**config.mk**
```make
export PLATFORM = sky130hd
export DESIGN_NAME = ibsc_front
export DESIGN_NICKNAME = d
export VERILOG_FILES = /design/src/hdl/ibsc_pkg.sv /design/src/hdl/ibsc_front.sv
export SDC_FILE = /design/constraint.sdc
export NUM_CORES = 1
export LEC_CHECK = 0
export BUFFER_PORTS_ARGS = -buffer_cell sky130_fd_sc_hd__buf_2
export CORE_AREA = 2 2 233 235
export DETAILED_ROUTE_END_ITERATION = 6
export DIE_AREA = 0 0 235 237
export SYNTH_ARGS = -nofsm -noshare
export SYNTH_HDL_FRONTEND = slang
export SYNTH_SLANG_ARGS = --single-unit
```
**constraint.sdc**
```tcl
create_clock -name vclk -period 6.3
set_input_delay 0.945 -clock vclk [all_inputs]
set_output_delay 0.945 -clock vclk [all_outputs]
set_load 0.02 [all_outputs]
```
**src/hdl/ibsc_pkg.sv**
```systemverilog
`timescale 1ns / 1ps
`default_nettype none

package ibsc_pkg;

  localparam int LANES      = 64;
  localparam int LANE_W     = 6;
  localparam int FIELD_W    = 24;
  localparam int ROW_MAX_W  = 16;
  localparam int MARKER_W   = 16;
  localparam int MC_W       = 17;
  localparam logic [MC_W-1:0] MC_RESET = 17'd65536;

  typedef enum logic [1:0] {
    OP_ACC   = 2'd0,
    OP_READ  = 2'd1,
    OP_CLEAR = 2'd2
  } op_t;

  typedef enum logic [1:0] {
    BK_CLEAR,
    BK_IDLE,
    BK_EXEC
  } back_state_t;

  // one classified request as it travels from the front to the back
  typedef struct packed {
    op_t                  op;
    logic [ROW_MAX_W-1:0] row;
    logic [MARKER_W-1:0]  marker;
    logic                 in_range;
    logic [LANES-1:0]     ev_present;
    logic [LANES-1:0]     ev_ibs1;
    logic [LANES-1:0]     ev_hethet;
    logic [LANES-1:0]     ev_ibs0;
  } item_t;

endpackage

`default_nettype wire

```
**src/hdl/ibsc_front.sv**
```systemverilog
`timescale 1ns / 1ps
`default_nettype none

module ibsc_front #(
  parameter int MAX_WORDS = 1024
) (
  input  wire logic                      in_valid,
  output logic                           in_stall,
  input  wire logic [1:0]                func,
  input  wire logic [9:0]                word_index,
  input  wire logic [63:0]               a_plane0,
  input  wire logic [63:0]               a_plane1,
  input  wire logic [63:0]               b_plane0,
  input  wire logic [63:0]               b_plane1,
  input  wire logic [15:0]               marker_index,
  input  wire logic [ibsc_pkg::MC_W-1:0] marker_count,
  input  wire logic                      q_full,
  input  wire logic                      back_clearing,
  output logic                           push,
  output ibsc_pkg::item_t                push_data
);

  logic [31:0] word32;
  logic [31:0] marker32;
  logic [10:0] mc_word;
  logic [63:0] lane_mask;
  logic [63:0] present;
  logic        keep;

  assign word32   = 32'(word_index);
  assign marker32 = 32'(marker_index);
  assign mc_word  = marker_count[ibsc_pkg::MC_W-1:ibsc_pkg::LANE_W];

  // lanes of this word that lie below marker_count
  always_comb begin
    if ({1'b0, word_index} < mc_word) begin
      lane_mask = '1;
    end else if ({1'b0, word_index} == mc_word) begin
      lane_mask = (64'd1 << marker_count[ibsc_pkg::LANE_W-1:0]) - 64'd1;
    end else begin
      lane_mask = '0;
    end
  end

  assign present = (a_plane0 | a_plane1) & (b_plane0 | b_plane1) & lane_mask;

  always_comb begin
    push_data            = '0;
    push_data.marker     = marker_index;
    push_data.ev_present = present;
    push_data.ev_ibs1    = present & (a_plane0 ^ b_plane0);
    push_data.ev_hethet  = ~a_plane0 & a_plane1 & ~b_plane0 & b_plane1 & lane_mask;
    push_data.ev_ibs0    = a_plane0 & b_plane0 & (a_plane1 ^ b_plane1) & lane_mask;
    keep                 = 1'b0;
    unique case (func)
      ibsc_pkg::OP_ACC: begin
        push_data.op  = ibsc_pkg::OP_ACC;
        push_data.row = ibsc_pkg::ROW_MAX_W'(word_index);
        keep          = (word32 < 32'(MAX_WORDS));
      end
      ibsc_pkg::OP_READ: begin
        push_data.op       = ibsc_pkg::OP_READ;
        push_data.row      = ibsc_pkg::ROW_MAX_W'(marker_index[15:ibsc_pkg::LANE_W]);
        push_data.in_range = (marker32 < 32'(MAX_WORDS) * 32'd64);
        keep               = 1'b1;
      end
      ibsc_pkg::OP_CLEAR: begin
        push_data.op = ibsc_pkg::OP_CLEAR;
        keep         = 1'b1;
      end
      default: begin
        keep = 1'b0;
      end
    endcase
  end

  assign in_stall = q_full || back_clearing;
  // out-of-range words and the unused code are taken and dropped here
  assign push     = in_valid && !in_stall && keep;

endmodule

`default_nettype wire

```
After elaboration in Yosys (flattened, before gate mapping)
Index checks and enable logic that the tools add are counted.
{ "totals": {"out_inout_bits": 293, "wordCells": 36, "regBits": 0, "input_bits": 304} }
{ "op_classes": {"shift": 1, "n_lt_le_gt_ge": 3, "n_addsub": 1, "bitwise_logic": 16, "n_mux": 6, "n_reduce_logical": 6, "n_eq_ne": 3} }
{ "op_table": {"columns": ["op", "n"], "rows": [
  ["AND 64 bit", 10],
  ["two-way mux 64 bit", 2],
  ["NOT 64 bit", 2],
  ["bitwise OR 64 bit", 2],
  ["bitwise XOR 64 bit", 2],
  ["left shift 1 x 6 -> 64 bit (first input constant)", 1],
  ["subtractor 64 x 1 -> 64 bit (second input constant)", 1],
  ["case mux 10 bit (2 select lines)", 1],
  ["< comparator 16 x 17 -> 1 bit (second input constant)", 1],
  ["equality test 10 x 11 -> 1 bit", 1],
  ["< comparator 10 x 11 -> 1 bit", 1],
  ["< comparator 10 x 11 -> 1 bit (second input constant)", 1],
  ["case mux 2 bit (2 select lines)", 1],
  ["equality test 2 x 1 -> 1 bit (second input constant)", 1],
  ["equality test 2 bit (second input constant)", 1],
  ["logical AND 1 bit", 2],
  ["zero test 2 bit", 1],
  ["case mux 1 bit (2 select lines)", 1],
  ["OR reduction 2 bit", 1],
  ["zero test 1 bit", 1],
  ["logical OR 1 bit", 1],
  ["two-way mux 1 bit", 1]
]} }

Longest topological paths before layout
Gate-level depths: netlist of run 1.
{ "logic_depth": {"word_depth": 6, "ltp_mapped": 12} }

Worst setup path after synthesis of run 1
Ideal clock, no wire load.
{ "synth_path": {"path_kind": "input -> output", "start": "input marker_count[4] in the netlist's numbering", "end": "output push_data[82] in the netlist's numbering", "required_ps": 5355, "setup_slack_ps": 1330, "t_arrival_ps": 4025, "path_stages": 10, "cell_sequence": "buf_6 -> or4_1 -> or3_1 -> ha_1 -> clkbuf_1 -> clkbuf_1 -> o31ai_2 -> xor2_1 -> nand2_1 -> a2111oi_0"} }
{ "synth_rtl": {"columns": ["element", "line", "source"], "rows": [
  ["start: declaration", "ibsc_front.sv:16", "input wire logic [ibsc_pkg::MC_W-1:0] marker_count,"],
  ["end: declaration", "ibsc_front.sv:20", "output ibsc_pkg::item_t push_data"]
]} }

==> results of run 1 <==
-- power by group --
part / leakage (nW) / total (W) / internal, W / switching [W]
sequential: 0 / 0 / 0 / 0
combinational: 5.15 / 0.000843 / 0.000298 / 0.000545
clock: 0.0000208 / 0.0000000000200 / 0.0000000000200 / 0
-- cells in the final DEF, fill, tap and decap left out, types with 3 or more instances in the layout --
| cell | instances |
|---|---|
| nand2b_1 | 4 |
| a21oi_1 | 117 |
| inv_1 | 52 |
| o21a_1 | 6 |
| buf_4 | 13 |
| o221ai_1 | 4 |
| xnor2_1 | 5 |
| xor2_1 | 72 |
| and3_1 | 8 |
| o21ai_1 | 8 |
| o21ai_0 | 24 |
| nor2b_1 | 9 |
| nor4b_1 | 5 |
| and4_1 | 3 |
| o31ai_1 | 7 |
| nor3_1 | 15 |
| ha_1 | 75 |
| nor3b_1 | 23 |
| conb_1 | 6 |
| or3_1 | 3 |
| or2_2 | 3 |
| a22o_1 | 3 |
| nand2_1 | 140 |
| o2111a_1 | 4 |
| o221a_2 | 3 |
| o22ai_1 | 64 |
| a211oi_1 | 43 |
| diode_2 | 3 |
| nor4_1 | 26 |
| and2_1 | 3 |
| a22oi_1 | 11 |
| nor2_1 | 99 |
| a2111oi_0 | 18 |
| mux2i_1 | 11 |
| buf_2 | 579 |
| o211a_1 | 5 |
| nand3_1 | 30 |
| or4_1 | 3 |
-- metrics by stage --
stage	setup WS (ns)	std cells
global route	0.885	2248
floorplan	1.33	1042
finish	1.06	2249
CTS	1.03	2246
global placement	1.09	2246
detailed placement	1.05	2246
-- path summary, 6_finish.rpt --
kind and endpoint:
min push_data[260], max push_data[106]
-- cell families after synthesis --
logic type / Yosys count / share of synthesized area (%)
multiplexers: 12 / 1.86
AO/OA/AOI/OAI: 342 / 34.2
AND/OR/NAND/NOR: 392 / 29.2
XOR/XNOR: 77 / 10.3
buffers and inverters: 138 / 9.98
other: 1 / 0.0574
adder cells (fa/ha/maj): 75 / 14.4
-- layout make-up --
type               count  area share (%)
inverters             53            1.99
diodes                 3          0.0751
well taps            696            8.71
multi-input cells    904            59.1
repair buffers       593            30.2
-- cell usage after synthesis, types with 5 or more instances --
cell type | count | area [um^2]
inv_1 | 52 | 195
nor4_1 | 26 | 163
o21ai_0 | 24 | 120
nor2_1 | 99 | 372
nor2b_1 | 9 | 56.3
mux2i_1 | 11 | 110
a211oi_1 | 43 | 323
nor3_1 | 15 | 75.1
o21ai_1 | 8 | 40.0
a2111oi_0 | 18 | 158
clkbuf_1 | 26 | 97.6
and3_1 | 9 | 56.3
ha_1 | 75 | 938
buf_4 | 25 | 188
a21oi_1 | 117 | 586
o31ai_1 | 7 | 52.6
nor4b_1 | 5 | 43.8
nor3b_1 | 23 | 173
a22oi_1 | 11 | 82.6
buf_1 | 12 | 45.0
xor2_1 | 72 | 631
buf_2 | 20 | 100
o211a_1 | 5 | 50.1
o22ai_1 | 64 | 400
o21a_1 | 6 | 45.0
xnor2_1 | 5 | 43.8
nand3_1 | 30 | 150
nand2_1 | 141 | 529
-- layer usage --
| metal | track usage, % | vias up |
|---|---|---|
| met4 | 5.02 | 2 |
| met2 | 22.9 | 503 |
| li1 | - | 4889 |
| met3 | 1.85 | 69 |
| met1 | 14.5 | 4437 |
| met5 | 0 | - |
-- critical path, delay by kind of cell --
| family | cells | cell delay, ns |
|---|---|---|
| fa+ha+maj | 1 | 0.43 |
| buf+inv | 3 | 0.69 |
| compound gates | 2 | 0.43 |
| simple gates | 4 | 1.79 |
==> impl_metrics.json, run 1 <==
{
  "p_leak_nw": 5.15,
  "gp_congestion": 0.844,
  "final_cell_area_um2": 10000,
  "grt_pass1_vias": 9219,
  "grt_max_degree": 51,
  "yosysUniqueCellTypes": 75,
  "multi_input_area_um2": 5910,
  "row_count": 85,
  "cts_hold_buf": 0,
  "hold_depth": 0,
  "hpwl_mm": 33.2,
  "path_cells": "buf_2, or4_1, or3_1, ha_1, buf_4, or4_1, a221oi_2, a21oi_1, nor4_2, buf_2",
  "port_buffers": 579,
  "via_count": 9900,
  "final_max_slew_viol_count": 0,
  "placed_cell_area_um2": 9990,
  "die_y_um": 237,
  "synth_area_um2": 6530,
  "fin_crit_ns": 5.24,
  "power_density_nw_per_um2": 84.3,
  "antenna_found_initial": 4,
  "highest_layer": "met5",
  "num-fill-cells": 6168,
  "slew_headroom_pct": 38.9,
  "io_pins": 597,
  "hold_viol": 0,
  "met2_wirelength_mm": 18.7,
  "critical_path.max_fanout": 20,
  "track_usage_pct": 12.5,
  "fin_util_pct": 18.8,
  "total_power_w": 0.000843,
  "wl_met3_mm": 2.55,
  "wl_per_cell_um": 16.9,
  "vdd_drop_max_v": 0.0000393,
  "run_status": "finished, final reports clean",
  "design.seq.count": 0,
  "yosys_warnings": 0,
  "m1WireLength_mm": 15.0,
  "clock_buffers": 0,
  "cp-startpoint": "marker_count[0]",
  "post_cts_buffers": 0,
  "avgViaCountPerCell": 4.40,
  "max_freq_ghz": 0.191,
  "initial_core_util_pct": 12.3,
  "maxCapViolations": 0,
  "fin_crit_sh_pct": 83.2,
  "drt_first_pass_iters": 7,
  "arrival_ns": 4.30,
  "grt_pass1_wl_mm": 54.6,
  "worst_path_largest_cell_delay_ns": 0.57,
  "hold_ws_ns": 1.89,
  "hp-class": "in -> out",
  "drt_wl_total_mm": 38.0,
  "nNetsFinal": 1931,
  "netlist_instances": 1037,
  "synth_area_per_cell_um2": 6.30,
  "drive_gt1_share_pct": 39.6,
  "cp.required_ns": 5.35,
  "rsz0062_at_grt": "false",
  "die_w_um": 235,
  "synth_seq_area_share_pct": 0,
  "die_area_um2": 55700,
  "ant_nets": 0,
  "min_from": "marker_index[3]",
  "core-area_um2": 53300,
  "path_class": "in -> out",
  "grt-ovfl-total": 0,
  "post-route-drc-count": 0,
  "syn_to_final_growth_pct": 53.1,
  "regArea_um2": 0,
  "ctsResizeCount": 0,
  "setup_viol": 0,
  "tightest_slew_ns": 0.907,
  "critPathLaunchType": "input pin",
  "cp-end-kind": "output pin",
  "slowest_stage": "or4_1",
  "first_iter_violations": 442,
  "tns_ns": 0
}
No activity file was read; power rests on OpenSTA's default activity.
==> run 2, diff against run 1 <==
- CORE_AREA: 2 2 233 235 -> 2 2 234 236
- DIE_AREA: 0 0 235 237 -> 0 0 236 238
- clock period: 6.3 -> 4.98 ns (I/O delays scaled with it)
==> run 2 against run 1 <==
Effect of this change: core utilization up 0.22 points; largest cell class unchanged; flip-flop and latch count unchanged; routed wire length up 0.79%; power up 28%; non-clock buffer count up 20; first-iteration DRC count up 28%.
==> impl_metrics.json, run 2 (synthesized netlist as in run 1, its figures left out) <==
{
  "final_cell_mix": "579 x buf_2, 140 x nand2_1, 117 x a21oi_1",
  "vdd_drop_max_v": 0.0000380,
  "critPathLaunchType": "input pin",
  "final_cell_area_um2": 10200,
  "placed_cell_area_um2": 10100,
  "stdcell_count": 2271,
  "drive_gt1_share_pct": 40.4,
  "hold_depth": 0,
  "wl_per_cell_um": 16.9,
  "fin_util_pct": 19.0,
  "via_count": 9994,
  "regArea_um2": 0,
  "dp_cells": 2266,
  "cp.required_ns": 4.23,
  "clock_buffers": 0,
  "post-route-drc-count": 0,
  "gp_congestion": 0.873,
  "die_area_um2": 56200,
  "grt_max_degree": 46,
  "final_max_slew_viol_count": 0,
  "tns_ns": 0,
  "run_status": "finished, final reports clean",
  "die_y_um": 238,
  "hpwl_mm": 33.4,
  "fin_crit_ns": 4.52,
  "max_freq_ghz": 0.221,
  "core-area_um2": 53500,
  "io_pins": 597,
  "die_w_um": 236,
  "ant_nets": 0,
  "post_cts_buffers": 0,
  "tightest_slew_ns": 0.997,
  "design.seq.count": 0,
  "port_buffers": 579,
  "dp_slack_ns": 0.437,
  "drt_wl_total_mm": 38.3,
  "fin_crit_sh_pct": 90.7,
  "cp-end-kind": "output pin",
  "antenna_found_initial": 5,
  "power_density_nw_per_um2": 106,
  "final_common_cell": "buf_2",
  "critical_path.max_fanout": 12,
  "arrival_ns": 3.77,
  "cts_hold_buf": 0,
  "row_count": 85,
  "setup_viol": 0,
  "slew_headroom_pct": 32.9,
  "path_class": "in -> out",
  "syn_to_final_growth_pct": 55.5,
  "grt_pass1_vias": 8979,
  "hp-class": "in -> out",
  "avgViaCountPerCell": 4.40,
  "grt_pass1_wl_mm": 53.8,
  "nNetsFinal": 1951,
  "hold_viol": 0,
  "maxCapViolations": 0,
  "p_leak_nw": 5.25,
  "layout_setup_ws_ns": 0.464,
  "grt-ovfl-total": 0,
  "initial_core_util_pct": 12.2,
  "ctsResizeCount": 0,
  "rsz0062_at_grt": "false",
  "drt_first_pass_iters": 7,
  "track_usage_pct": 12.3,
  "first_iter_violations": 566
}
[run 2: cell count changes in the layout (fill, tap and decap cells not counted), sizes merged]
cell,previous run,this run
buf,593,613
diode,3,5
[run 2: power breakdown]
part,total (W),switching (W),internal [W],leakage [nW]
combinational,0.00108,0.000689,0.000388,5.25
sequential,0,0,0,0
clock,0.0000000000781,0,0.0000000000781,0.0000335
total,0.00108,0.000689,0.000388,5.25
[run 2: per-stage QoR]
stage	power [W]	hold slack, ns
3_3_place_gp	0.00108	1.49
2_1_floorplan	0.000616	1.54
5_1_grt	0.00118	1.49
6_report	0.00108	1.49
3_5_place_dp	0.00108	1.49
4_1_cts	0.00108	1.49
[run 2: final timing paths]
check / start / slack (ns) / endpoint
max: marker_count[4] / 0.46 / push_data[124]
min: marker_index[3] / 1.49 / push_data[260]
[run 2: critical path: stages]
cell       delay, ns
buf_2           0.10
or4_1           0.64
or3_1           0.38
ha_1            0.38
buf_4           0.25
nor4_1          0.27
o21ai_0         0.30
a2111oi_2       0.46
buf_2           0.23
[run 2: final cells by class]
type,instances,area [um^2]
Multi-Input combinational cell,904,5910
Tap cell,696,871
Inverter,53,199
Antenna cell,5,12.5
Timing Repair Buffer,613,3170
Fill cell,6172,43300
[run 2: per-layer routing]
metal  GRT usage (%)  wire length, um  share of wire, %
met1            14.6            15600                41
met2            24.0            19700                51
met3            1.53             2590               6.8
met4            1.45              424               1.1
met5               0                0                 0
==> run 3, diff against run 2 <==
- ABC_AREA: default -> 0
- REMOVE_ABC_BUFFERS: default -> 1
==> run 3 against run 2 <==
Effect of this change: non-clock buffer count fell by 8; via count is 0.36% lower; worst setup slack lost 0.0021 ns; clock-buffer cell count unchanged; power is 0.26% lower; die area stayed put; core utilization fell by 0.10 points; highest routed layer unchanged; flip-flop and latch count stayed put; fmax about the same; cell area is 0.54% lower; critical endpoint is now push_data[168].
==> impl_metrics.json, run 3 (synthesized netlist as in run 1, its figures left out) <==
{
  "path_class": "in -> out",
  "post_cts_buffers": 0,
  "num-fill-cells": 6204,
  "track_usage_pct": 12.9,
  "vdd_drop_max_v": 0.0000387,
  "min_from": "marker_index[0]",
  "hpwl_mm": 35.1,
  "avgViaCountPerCell": 4.40,
  "gp_congestion": 0.865,
  "fin_util_pct": 18.9,
  "min_to": "push_data[257]",
  "grt_pass1_vias": 9188,
  "nNetsFinal": 1943,
  "p_leak_nw": 5.21,
  "grt_max_degree": 51,
  "final_common_cell": "buf_2",
  "grt_pass1_wl_mm": 56.5,
  "arrival_ns": 3.77,
  "drt_first_pass_iters": 7,
  "die_w_um": 236,
  "final_cell_area_um2": 10100,
  "io_pins": 597,
  "placed_cell_area_um2": 10100,
  "final_cell_mix": "579 x buf_2, 140 x nand2_1, 117 x a21oi_1",
  "design.seq.count": 0,
  "initial_core_util_pct": 12.2,
  "regArea_um2": 0,
  "fin_crit_ns": 4.52,
  "slew_headroom_pct": 38.6,
  "stdcell_count": 2264,
  "antenna_found_initial": 10,
  "setup_viol": 0,
  "port_buffers": 579,
  "hold_depth": 0,
  "via_count": 9958,
  "hp-class": "in -> out",
  "core-area_um2": 53500,
  "maxCapViolations": 0,
  "post-route-drc-count": 0,
  "cp-end-kind": "output pin",
  "cp.required_ns": 4.23,
  "critPathLaunchType": "input pin",
  "rsz0062_at_grt": "false",
  "die_y_um": 238,
  "tightest_slew_ns": 0.912,
  "hold_viol": 0,
  "ant_nets": 0,
  "dp_cells": 2258,
  "syn_to_final_growth_pct": 54.6,
  "total_power_w": 0.00107,
  "power_density_nw_per_um2": 106,
  "clock_buffers": 0,
  "fin_crit_sh_pct": 90.7,
  "run_status": "finished, final reports clean",
  "drt_wl_total_mm": 39.7,
  "critical_path.max_fanout": 23,
  "drive_gt1_share_pct": 40.1,
  "row_count": 85,
  "max_freq_ghz": 0.221,
  "hold_ws_ns": 1.49,
  "wl_per_cell_um": 17.5,
  "grt-ovfl-total": 0,
  "die_area_um2": 56200,
  "first_iter_violations": 513,
  "final_max_slew_viol_count": 0
}
==> run 3: cell count changes in the layout (fill, tap and decap cells not counted), sizes merged <==
cell   before  now
diode       5    6
buf       613  605
==> run 3: stage by stage <==
stage	worst slack (ns)	setup TNS [ns]
after floorplan	-1.08	-79.40
after global placement	-0.0820	-0.0820
after detailed placement	-0.106	-0.108
after CTS	0.144	0
after global routing	0.245	0
final	0.462	0
==> run 3: critical path, stage by stage <==
cell and delay, ns:
buf_2 0.16, or4_1 0.58, or3_1 0.36, ha_2 0.35, inv_1 0.46, a211oi_1 0.08, o21ai_0 0.53, a211oi_1 0.27
buf_2 0.22
==> run 3: repair_timing <==
action	CTS	global route
endpoints found under the setup margin	2	5
resized for setup	1	2
hold buffers	0	0
==> run 3: area by class of cell <==
cell class	instances	area, um^2	area share, %
Antenna cell	6	15.0	0.149
Timing Repair Buffer	605	3110	30.7
Multi-Input combinational cell	904	5910	58.5
Inverter	53	199	1.97
Tap cell	696	871	8.62
==> run 3: how the worst max path moves through the flow <==
| stage | from | to | slack (ns) | cells after the start |
|---|---|---|---|---|
| after detailed placement | marker_count[3] | push_data[58] | -0.11 | 9 |
| after global routing | marker_count[3] | push_data[168] | 0.25 | 9 |
| after CTS | marker_count[3] | push_data[188] | 0.14 | 9 |
| after global placement | marker_count[3] | push_data[58] | -0.08 | 9 |
| final | marker_count[3] | push_data[168] | 0.46 | 9 |
| after floorplan | marker_count[11] | push_data[103] | -1.08 | 7 |
==> run 3: where the power goes <==
part	internal (W)	switching (W)	leakage [nW]	total, W
Sequential	0	0	0	0
Clock	0.000000000162	0	0.0000380	0.000000000162
Combinational	0.000383	0.000691	5.21	0.00107
Total	0.000383	0.000691	5.21	0.00107
==> run 3: per-layer routing <==
layer / part of all wire (%) / vias to the layer above / global-route usage, %
met5: 0 / - / 0
met4: 2.8 / 0 / 3.57
met3: 6.4 / 49 / 1.85
met2: 49 / 479 / 23.8
met1: 41 / 4530 / 15.6
li1: - / 4900 / -
