[config.mk]
export PLATFORM = sky130hd
export DESIGN_NAME = ibsc_queue
export DESIGN_NICKNAME = d
export VERILOG_FILES = /design/src/hdl/ibsc_pkg.sv /design/src/hdl/ibsc_queue.sv
export SDC_FILE = /design/constraint.sdc
export NUM_CORES = 1
export LEC_CHECK = 0
export ABC_AREA = 1
export ABC_CLOCK_PERIOD_IN_PS = 26700
export BUFFER_PORTS_ARGS = -buffer_cell sky130_fd_sc_hd__buf_4
export CAP_MARGIN = 20
export CORE_AREA = 5 5 228 230
export CTS_BUF_LIST = sky130_fd_sc_hd__clkbuf_16
export DETAILED_ROUTE_END_ITERATION = 10
export DIE_AREA = 0 0 233 235
export HOLD_SLACK_MARGIN = 0.15
export PLACE_DENSITY = 0.69
export SLEW_MARGIN = 20
export SYNTH_ARGS = -nofsm -noshare
export SYNTH_HDL_FRONTEND = slang
export SYNTH_SLANG_ARGS = --single-unit
[constraint.sdc]
create_clock -name clk -period 26.7 [get_ports clk]
set_input_delay 8.01 -clock clk [delete_from_list [all_inputs] [get_ports clk]]
set_output_delay 8.01 -clock clk [all_outputs]
set_load 0.03 [all_outputs]
[src/hdl/ibsc_pkg.sv]
`timescale 1ns / 1ps
`default_nettype none

package ibsc_pkg;

  localparam int LANES      = 64;
  localparam int LANE_W     = 6;
  localparam int FIELD_W    = 24;
  localparam int ROW_MAX_W  = 16;
  localparam int MARKER_W   = 16;
  localparam int MC_W       = 17;
  localparam logic [MC_W-1:0] MC_RESET = 17'd65536;

  typedef enum logic [1:0] {
    OP_ACC   = 2'd0,
    OP_READ  = 2'd1,
    OP_CLEAR = 2'd2
  } op_t;

  typedef enum logic [1:0] {
    BK_CLEAR,
    BK_IDLE,
    BK_EXEC
  } back_state_t;

  // one classified request as it travels from the front to the back
  typedef struct packed {
    op_t                  op;
    logic [ROW_MAX_W-1:0] row;
    logic [MARKER_W-1:0]  marker;
    logic                 in_range;
    logic [LANES-1:0]     ev_present;
    logic [LANES-1:0]     ev_ibs1;
    logic [LANES-1:0]     ev_hethet;
    logic [LANES-1:0]     ev_ibs0;
  } item_t;

endpackage

`default_nettype wire

[src/hdl/ibsc_queue.sv]
`timescale 1ns / 1ps
`default_nettype none

module ibsc_queue (
  input  wire logic            clk,
  input  wire logic            rst,
  input  wire logic            push,
  input  wire ibsc_pkg::item_t push_data,
  output logic                 full,
  output logic                 head_valid,
  input  wire logic            pop,
  output ibsc_pkg::item_t      head
);

  ibsc_pkg::item_t q [2];
  logic            wr_ptr;
  logic            rd_ptr;
  logic [1:0]      count;
  logic            do_push;
  logic            do_pop;

  assign full       = (count == 2'd2);
  assign head_valid = (count != 2'd0);
  assign head       = q[rd_ptr];
  assign do_push    = push && !full;
  assign do_pop     = pop && head_valid;

  always_ff @(posedge clk) begin
    if (do_push) begin
      q[wr_ptr] <= push_data;
    end
  end

  always_ff @(posedge clk) begin
    if (rst) begin
      wr_ptr <= 1'b0;
      rd_ptr <= 1'b0;
      count  <= 2'd0;
    end else begin
      if (do_push) begin
        wr_ptr <= !wr_ptr;
      end
      if (do_pop) begin
        rd_ptr <= !rd_ptr;
      end
      unique case ({do_push, do_pop})
        2'b10:   count <= count + 2'd1;
        2'b01:   count <= count - 2'd1;
        default: count <= count;
      endcase
    end
  end

endmodule

`default_nettype wire

# Word-level counts from Yosys, hierarchy flattened
# Memory sizes are Yosys's and may differ from the RTL's. A register that Yosys moved wholly into a read port is not among the register bits.
# Cells that the tools add are included.
[classes]
n_eq_ne = 3
n_reduce_logical = 7
n_mux = 5
addsub = 2
[op_table]
columns = ["cell", "count"]
rows = [
  ["2-bit == test (second input constant)", 2],
  ["1-bit two-way mux", 4],
  ["2-bit one-hot mux with 2 select lines", 1],
  ["2-bit nonzero test", 2],
  ["1-bit zero test", 3],
  ["2-bit by 1-bit adder with 2-bit output (second input constant)", 1],
  ["2-bit by 1-bit == test with 1-bit output (second input constant)", 1],
  ["1-bit logical AND", 2],
  ["2-bit by 1-bit subtractor with 2-bit output (second input constant)", 1],
]
[word_totals]
ram_bits = 582
in_bits = 295
reg_bits = 4
n_memories = 1
[mem_list]
columns = ["name", "words", "width", "read_ports", "rd_ports_with_merged_regs", "write_ports", "line_no", "text"]
rows = [
  ["q", 2, 291, 1, 1, 1, "ibsc_queue.sv:15", "ibsc_pkg::item_t q [2];"],
]

# Depth between registers and ports, before layout
# Gate-level depths: netlist of run 1.
[logic_depth]
depth_word = 5
ltp_mapped = 10
mapped_depth_nobuf = 10

# Worst setup path after synthesis of run 1
# OpenSTA, ideal clock, no wires.
[synth_timing]
kind = "input-to-reg"
from = "in push"
to = "mem q[0][0] in the netlist's numbering (enable)"
t_arrival_ns = 20.317
required_time_ns = 25.752
stages = 4
path_buffers = 0
path_slack_ns = 5.435
cell_sequence = "inv_1 > nor2_1 > inv_1 > nor2_1"
[synth_between]
elab_chain_len = 3
[synth_rtl]
columns = ["item", "line_no", "text"]
rows = [
  ["from (decl)", "ibsc_queue.sv:7", "input wire logic push,"],
  ["1-bit logical AND", "ibsc_queue.sv:25", "assign do_push = push && !full;"],
  ["1-bit two-way mux", "ibsc_queue.sv:29", "if (do_push) begin"],
  ["1-bit two-way mux (not written as such)", "ibsc_queue.sv:30", "q[wr_ptr] <= push_data;"],
  ["to (decl)", "ibsc_queue.sv:15", ""],
]
# Every way passes these cells.

==> results of run 1 <==
## state kept, by name, indices dropped and copies added (netlist names), named ones only
| signal | flops |
|---|---|
| rd_ptr | 1 |
| wr_ptr | 1 |
| count | 2 |
| q | 582 |
## logic make-up after synthesis
group	synth area share, %
multiplexers	15.3
adder cells (fa/ha/maj)	0.0584
AND/OR/NAND/NOR	0.379
flip-flops	82.0
buffers and inverters	2.19
AO/OA/AOI/OAI	0.0700
## power groups by stage
stage / Clock (mW) / Combinational (mW) / Sequential, mW
4_1_cts: 0.792 / 0.644 / 1.16
5_1_grt: 0.833 / 0.666 / 1.17
2_1_floorplan: 0 / 0.425 / 1.20
6_report: 0.772 / 0.635 / 1.16
3_5_place_dp: 0 / 0.641 / 1.18
3_3_place_gp: 0 / 0.636 / 1.18
## through the flow
step | power, mW | std cells | util (%) | instance area (um^2) | hold WS, ps
6_report | 2.57 | 2289 | 56.7 | 28200 | 499
5_1_grt | 2.67 | 2289 | 56.7 | 28200 | 532
4_1_cts | 2.60 | 2288 | 56.7 | 28200 | 504
3_5_place_dp | 1.82 | 2182 | 53.0 | 26300 | 489
3_3_place_gp | 1.81 | 2182 | 53.0 | 26300 | 476
2_1_floorplan | 1.63 | 945 | - | 21400 | 465
## worst register-to-register path: stages (launching register included)
cell     delay [ps]
dfxtp_1         370
nor2_1          100
nor2_1          170
inv_1           110
nor2_4          660
buf_4           840
buf_4           880
## path summary, 6_finish.rpt
check | from | to | slack, ps
worst max-delay path | flip-flop | head[45] | 14730
worst min-delay path | rd_ptr | rd_ptr | 500
worst max register to register | count[0] | q[0][51] | 23110
worst min register to register | rd_ptr | rd_ptr | 500
## layout make-up
cell class / count / area, um^2
Tap cell: 672 / 841
Clock inverter: 45 / 299
Timing Repair Buffer: 597 / 4490
Clock buffer: 61 / 1530
Sequential cell: 587 / 17600
Fill cell: 3842 / 21500
Inverter: 10 / 45.0
Multi-Input combinational cell: 316 / 3390
Antenna cell: 1 / 2.50
## placed cells by master (no fill, tap or decap)
cell	instances
clkbuf_16	61
inv_1	27
inv_6	1
clkinv_1	8
o21ai_0	2
ha_1	1
buf_6	1
nand4_1	1
nor2_4	1
dfxtp_1	4
nor2_1	11
diode_2	1
a21oi_1	1
mux2_2	291
bufinv_16	4
edfxtp_1	582
dfxtp_4	1
clkinv_2	13
nand2_1	8
buf_4	596
clkinvlp_4	1
inv_8	1
## routing by layer
metal,track usage [%],part of all wire (%),wire length (um)
met1,20.7,37,18700
met2,30.5,51,26000
met3,7.11,10,5320
met4,5.01,2.3,1190
met5,0,0.025,13
==> impl_results.md, run 1 <==
- Outcome: finished clean
- Worst path required time: 18,690 ps
- Number of primary I/O pins: 588
- Clock sink total: 587
- Max capacitance violation total: 0
- Setup violators final: 0
- Die Height: 235 um
- Number of hold buffers added after cts: 0
- Initial cell density of the core: 43.2%
- Final weighted congestion of routability-driven global placement: 0.823
- Net count reported at finish: 1,866
- First-pass iteration count of the detailed router: 4
- Post-route clock skew: 8.27 ps
- Register bit total from synthesis: 587
- Max incr delay on CP: 900 ps
- Transition time of the tightest slew-check pin: 1090 ps
- Violation count after the first detailed-route iteration: 745
- Root buffer cell: clkbuf_16
- Power spent charging and discharging nets: 742 uW
- Area of the mapped netlist: 21,400 um^2
- Worst IR drop on VDD: 0.0631 mV
- Path length in cells of the critical path: 4
- Most used cell, CP: buf_4
- Portion of total power attributed to sequential cells: 45.2%
- Leading cell types by count after synthesis: edfxtp_1 (582), mux2_2 (291), clkbuf_8 (29), nor2_1 (12), inv_1 (10)
- Post-synthesis cell type count: 12
- CP Capture Type: output port
- Worst-case headroom to the max-slew limit: 27.3%
- Highest clock frequency the design can meet: 0.0836 GHz
- Cell chain of the critical path: buf_4 > buf_4 > mux2_2 > buf_4
- CP max stage cell: dfxtp_4
- Sequential share of the synthesized area: 82.0%
- Count of H-tree levels built during CTS: 2
- All-Layer GR Usage: 17.8%
- Pre-CTS setup slack: 15,300 ps
- Count of flip-flops with a built-in enable after synthesis: 582
- Number of cells traversed by the worst hold path: 2
- Detailed Route WL: 51.2 mm
- DR vias: 11,166
- Remaining Overflow, GRT: 0
- Sw Ratio: 28.9%
- Wire length per cell after detailed routing: 22.4 um
- Maximum net fanout on the critical path: 78
- Post-synth top area cell: edfxtp_1
- Number of buffers inserted by port buffering: 587
- Pin count of the biggest net entering global routing: 82
- Die Area: 54,800 um^2
- Number of nets still failing antenna checks after routing: 0
- Total of cells resized after clock tree synthesis: 0
- Warning count from the yosys run: 0
- Tmin final: 11,970 ps
- Setup_tns: 0 ps
- RSZ-0062 raised after global routing: false
- Total buffers and inverters traversed by the critical path: 3
- Portion of total power attributed to the clock network: 30.1%
- Post-route clock period utilization: 44.8%
- Hold Crit Class: reg2reg
- Post-route DRC violation count: 0
- Count of final hold-check violations: 0
- Commonest register cell after synthesis: edfxtp_1
- Synth top area share: 81.5%
- Core Box Area: 49,700 um^2
- Ys async rst share: 0%
- Most common cell in the synthesized netlist: edfxtp_1
- Internal Pwr Total: 1.83 mW
- Num rows: 82
- Final Worst Setup Slack: 14,730 ps
- Main area contributors after synthesis: edfxtp_1 (82%), mux2_2 (15%), clkbuf_8 (1.9%), dfxtp_1 (0.47%), nor2_1 (0.21%)
- Drt via density: 4.88
- Layout cells sized above 1: 60.1%
- Synth Net Count: 1,241
- Critical Path AT: 3960 ps
- Via count of the first global-routing pass: 11,834
- Synthesized instance count: 945
- Layout area overhead: 31.4%
- CTS tree: done
- Leakage: 10.5 nW
- Post-CTS Setup Inserts: 0
- Horiz. Die Dim: 233 um
- Latest clock arrival within the worst-skew pair: 600 ps
- Clk buf depth: 3
- Number of clock buffers inserted by TritonCTS: 58
- Path depth of the worst reg2reg path: 6
- Mean post-synth cell area: 22.7 um^2
- Critical Path Start Type: flip-flop
- Wire length of the first global-routing pass: 73.7 mm
- Combinational share of power: 24.7%
- Top cell family by delay on the critical path: buffers and inverters
- Post-CTS clock slew at the launch and capture registers of the worst setup and hold paths: 60 ps
- Post-DP HPWL: 36.2 mm
- Number of antenna violations at the first check in global routing: 2
- Startpoint-to-endpoint class of the critical path: reg2out
- Final count of pins violating max slew: 0
- Power density cells: 91.2 nW/um^2
(Power assumes the default switching activity.)
==> run 2, diff against run 1 <==
--- a/config.mk
+++ b/config.mk
@@ -6,7 +6,7 @@
 export NUM_CORES = 1
 export LEC_CHECK = 0
 export ABC_AREA = 1
-export ABC_CLOCK_PERIOD_IN_PS = 26700
+export ABC_CLOCK_PERIOD_IN_PS = 12500
 export BUFFER_PORTS_ARGS = -buffer_cell sky130_fd_sc_hd__buf_4
 export CAP_MARGIN = 20
 export CORE_AREA = 5 5 228 230
==> constraint.sdc (replaced) <==
create_clock -name clk -period 12.5 [get_ports clk]
set_input_delay 3.75 -clock clk [delete_from_list [all_inputs] [get_ports clk]]
set_output_delay 3.75 -clock clk [all_outputs]
set_load 0.03 [all_outputs]
==> impl_results.md, run 2 (synthesized netlist as in run 1, its figures left out) <==
- Finished Layout Cells: 2,289
- Layout cells sized above 1: 59.8%
- Die Height: 235 um
- Count of H-tree levels built during CTS: 2
- Hold path startpoint: rd_ptr
- Wire length of the first global-routing pass: 71.6 mm
- Maximum net fanout on the critical path: 125
- Max incr delay on CP: 690 ps
- Drt via density: 4.81
- Largest reg by FF count: q
- Root buffer cell: clkbuf_16
- Worst path required time: 8750 ps
- Largest register FFs: 582
- Total design power: 5.54 mW
- Max capacitance violation total: 0
- Violation count after the first detailed-route iteration: 505
- CTS tree: done
- Critical Path AT: 3030 ps
- All-Layer GR Usage: 17.3%
- RSZ-0062 raised after global routing: false
- Post-CTS Setup Inserts: 0
- Total buffers and inverters traversed by the critical path: 3
- Setup_tns: 0 ps
- Worst-case headroom to the max-slew limit: 26.0%
- Placed Cells: 2,178
- Layout area overhead: 31.8%
- Startpoint of the worst register-to-register path: count[1]
- Outcome: finished clean
- Initial cell density of the core: 43.2%
- Cell chain of the critical path: buf_12 > buf_16 > mux2_2 > buf_4
- Post-route DRC violation count: 0
- Post-CTS clock slew at the launch and capture registers of the worst setup and hold paths: 60 ps
- Core Box Area: 49,700 um^2
- # fillers: 3,808
- Number of clock buffers inserted by TritonCTS: 60
- Clock sink total: 587
- Number of hold buffers added after cts: 0
- Highest clock frequency the design can meet: 0.147 GHz
- Tmin final: 6780 ps
- Final count of pins violating max slew: 0
- Post-route worst hold slack: 496 ps
- Top flop regs: q (582), count (2)
- Power density cells: 196 nW/um^2
- Horiz. Die Dim: 233 um
- First-pass iteration count of the detailed router: 4
- Remaining Overflow, GRT: 0
- CP Capture Type: output port
- Slack of the worst reg-to-reg path: 9460 ps
- Worst IR drop on VDD: 0.144 mV
- Clk buf depth: 3
- Post-route clock period utilization: 54.3%
- Die Area: 54,800 um^2
- DR vias: 11,004
- Via count of the first global-routing pass: 11,778
- Transition time of the tightest slew-check pin: 1110 ps
- Number of primary I/O pins: 588
- Final weighted congestion of routability-driven global placement: 0.759
- Startpoint-to-endpoint class of the critical path: reg2out
- Num rows: 82
- Number of antenna violations at the first check in global routing: 2
- Setup violators final: 0
- Leakage: 10.5 nW
- Pin count of the biggest net entering global routing: 193
- Critical Path Start Type: flip-flop
- Net count reported at finish: 1,865
- CP max stage cell: dfxtp_4
- Total of cells resized after clock tree synthesis: 0
- Post-route clock skew: 16.3 ps
- Latest clock arrival within the worst-skew pair: 600 ps
- Number of nets still failing antenna checks after routing: 0
- Post-DP HPWL: 34.4 mm
- Wire length per cell after detailed routing: 21.9 um
- Detailed Route WL: 50.1 mm
- Commonest non-fill, non-tap cell in the layout: buf_4
- Most used cells in the layout excluding fill and tap cells: buf_4 (590), edfxtp_1 (582), mux2_2 (291), clkbuf_16 (61), inv_1 (24)
- Count of final hold-check violations: 0
- Number of buffers inserted by port buffering: 587
- Top cell family by delay on the critical path: buffers and inverters
- Hold Crit Class: reg2reg
[run 2: changes by cell type in the layout (fill, tap and decap cells not counted), moves of 3 or more]
cell	change
clkinv_1	+8
clkinv_2	-8
buf_4	-6
buf_12	+3
inv_1	-3
inv_6	+3
[run 2: layout make-up]
type | count | area [um^2] | share of cell area [%]
flip-flops and latches | 587 | 17600 | 62.2
repair buffers | 594 | 4520 | 16.0
multi-input cells | 316 | 3390 | 12.0
clock buffers | 61 | 1530 | 5.40
well taps | 672 | 841 | 2.98
clock inverters | 48 | 350 | 1.24
inverters | 10 | 45.0 | 0.159
diodes | 1 | 2.50 | 0.00886
[run 2: path summary, 6_finish.rpt]
check,to,cells past startpoint
setup / recovery,head[142],4
setup reg to reg,q[0][165],7
hold reg to reg,rd_ptr,2
hold / removal,rd_ptr,2
[run 2: power by group]
part,internal (mW),total (mW),switching [mW]
clock,0.982,1.69,0.712
sequential,2.41,2.46,0.0524
combinational,0.537,1.38,0.844
[run 2: metal layers]
metal	global-route usage [%]	wire length (um)
met5	0	19
met4	5.16	1320
met3	8.31	5920
met2	30.2	25500
met1	18.5	17300
[run 2: tightest hold or removal path, cell delays in order, from the launching register on]
cell and delay [ps]:
dfxtp_1 330, nor2_1 50, nor2_1 80
[run 2: stage by stage]
step | setup WS (ps) | instance area [um^2] | utilization, %
6_report | 5720 | 28300 | 56.9
5_1_grt | 5580 | 28300 | 56.9
4_1_cts | 5750 | 28200 | 56.8
3_5_place_dp | 6100 | 26300 | 53.1
3_3_place_gp | 6130 | 26300 | 53.1
2_1_floorplan | 439 | 21400 | -
==> run 3, diff against run 2 <==
--- a/config.mk
+++ b/config.mk
@@ -6,7 +6,7 @@
 export NUM_CORES = 1
 export LEC_CHECK = 0
 export ABC_AREA = 1
-export ABC_CLOCK_PERIOD_IN_PS = 12500
+export ABC_CLOCK_PERIOD_IN_PS = 6400
 export BUFFER_PORTS_ARGS = -buffer_cell sky130_fd_sc_hd__buf_4
 export CAP_MARGIN = 20
 export CORE_AREA = 5 5 228 230
==> constraint.sdc (replaced) <==
create_clock -name clk -period 6.4 [get_ports clk]
set_input_delay 1.92 -clock clk [delete_from_list [all_inputs] [get_ports clk]]
set_output_delay 1.92 -clock clk [all_outputs]
set_load 0.03 [all_outputs]
==> impl_results.md, run 3 (synthesized netlist as in run 1, its figures left out) <==
- Net count reported at finish: 1,871
- Post-route worst hold slack: 498 ps
- Number of nets still failing antenna checks after routing: 0
- Number of cells traversed by the worst hold path: 2
- Clk buf depth: 3
- Initial cell density of the core: 43.2%
- Path length in cells of the critical path: 3
- Number of buffers inserted by port buffering: 587
- Finished Layout Cells: 2,293
- Post-route DRC violation count: 0
- Transition time of the tightest slew-check pin: 914 ps
- Commonest non-fill, non-tap cell in the layout: buf_4
- Outcome: finished clean
- Pre-CTS setup slack: 2400 ps
- Hold Crit Class: reg2reg
- Path depth of the worst reg2reg path: 6
- Critical Path Start Type: flip-flop
- Die Area: 54,800 um^2
- Count of final hold-check violations: 0
- Clock sink total: 587
- First-pass iteration count of the detailed router: 4
- CTS tree: done
- Layout area overhead: 32.3%
- Num rows: 82
- Largest register FFs: 582
- Root buffer cell: clkbuf_16
- Power density cells: 382 nW/um^2
- Final count of pins violating max slew: 0
- Top flop regs: q (582), count (2)
- Highest clock frequency the design can meet: 0.219 GHz
- Post-CTS clock slew at the launch and capture registers of the worst setup and hold paths: 60 ps
- Total of cells resized after clock tree synthesis: 0
- Drt via density: 4.81
- Tmin final: 4570 ps
- Latest clock arrival within the worst-skew pair: 580 ps
- Final weighted congestion of routability-driven global placement: 0.847
- Maximum net fanout on the critical path: 100
- Wire length per cell after detailed routing: 22.2 um
- Layout cells sized above 1: 60.7%
- Worst-case headroom to the max-slew limit: 39.1%
- Worst IR drop on VDD: 0.252 mV
- CP Capture Type: output port
- Via count of the first global-routing pass: 11,886
- All-Layer GR Usage: 17.7%
- DR vias: 11,026
- Number of hold buffers added after cts: 0
- Top cell family by delay on the critical path: flip-flops
- Post-route clock skew: 10.4 ps
- Total buffers and inverters traversed by the critical path: 2
- Final Worst Setup Slack: 1830 ps
- Core Box Area: 49,700 um^2
- Remaining Overflow, GRT: 0
- Placed Cells: 2,186
- Post-route clock period utilization: 71.3%
- RSZ-0062 raised after global routing: false
- Number of antenna violations at the first check in global routing: 4
- Horiz. Die Dim: 233 um
- Cell chain of the critical path: buf_12 > mux2_2 > buf_4
- Post-CTS Setup Inserts: 0
- # fillers: 3,807
- Count of H-tree levels built during CTS: 2
- Pin count of the biggest net entering global routing: 136
- Wire length of the first global-routing pass: 73.0 mm
- CP max stage cell: dfxtp_4
- Critical Path AT: 2650 ps
- Die Height: 235 um
- Violation count after the first detailed-route iteration: 621
- Post-DP HPWL: 35.7 mm
- Startpoint-to-endpoint class of the critical path: reg2out
- Largest reg by FF count: q
- Number of clock buffers inserted by TritonCTS: 59
- Max capacitance violation total: 0
- Max incr delay on CP: 880 ps
- Number of primary I/O pins: 588
- Setup violators final: 0
- Leakage: 10.5 nW
- Worst path required time: 4480 ps
- Detailed Route WL: 50.9 mm
- Most used cells in the layout excluding fill and tap cells: buf_4 (595), edfxtp_1 (582), mux2_2 (291), clkbuf_16 (61), inv_1 (17)
-- run 3: cell types whose count changed in the layout (fill, tap and decap cells not counted), sizes merged --
cell,before,now
buf,594,601
bufinv,5,6
diode,1,2
inv,29,21
clkinvlp,2,5
-- run 3: worst register-to-register path, cell delays in order (launching register included) --
cell and delay (ps):
dfxtp_1 360, inv_1 70, nor2_1 220, nor2_4 80, nand2_2 100, clkinvlp_4 580, buf_12 470
-- run 3: where the power goes --
part           internal, mW  switching [mW]  leakage (nW)  total, mW
Clock                  1.96            1.36         0.959       3.32
Sequential             4.71           0.128          5.48       4.83
Combinational          1.06            1.61          4.08       2.67
Total                  7.72            3.11          10.5       10.8
-- run 3: per-stage QoR --
stage	TNS, ps	utilization, %	cell area (um^2)	total power, mW
CTS	0	57.1	28400	11.0
detailed placement	0	53.3	26500	7.62
global route	0	57.1	28400	11.3
floorplan	-248510	-	21500	6.68
global placement	0	53.3	26500	7.59
finish	0	57.1	28400	10.8
-- run 3: worst paths after layout --
kind	start	slack [ps]	to
worst min register to register	rd_ptr	500	rd_ptr
worst min-delay path	rd_ptr	500	rd_ptr
worst max-delay path	flip-flop	1830	head[111]
worst max register to register	count[1]	3830	q[1][201]
-- run 3: layout make-up --
class                           instances  area, um^2  share of cell area, %
Clock inverter                         44         367                   1.29
Sequential cell                       587       17600                   62.0
Timing Repair Buffer                  601        4590                   16.2
Antenna cell                            2        5.00                 0.0176
Inverter                               10        53.8                  0.190
Tap cell                              672         841                   2.96
Clock buffer                           61        1530                   5.38
Multi-Input combinational cell        316        3400                   12.0
-- run 3: routing by layer --
metal | track usage [%] | share of wire [%] | vias up | wire length, um
li1 | - | - | 5028 | -
met1 | 19.3 | 35 | 5423 | 18000
met2 | 30.3 | 50 | 469 | 25400
met3 | 7.77 | 11 | 102 | 5660
met4 | 6.91 | 3.5 | 4 | 1760
met5 | 0 | 0.063 | - | 32
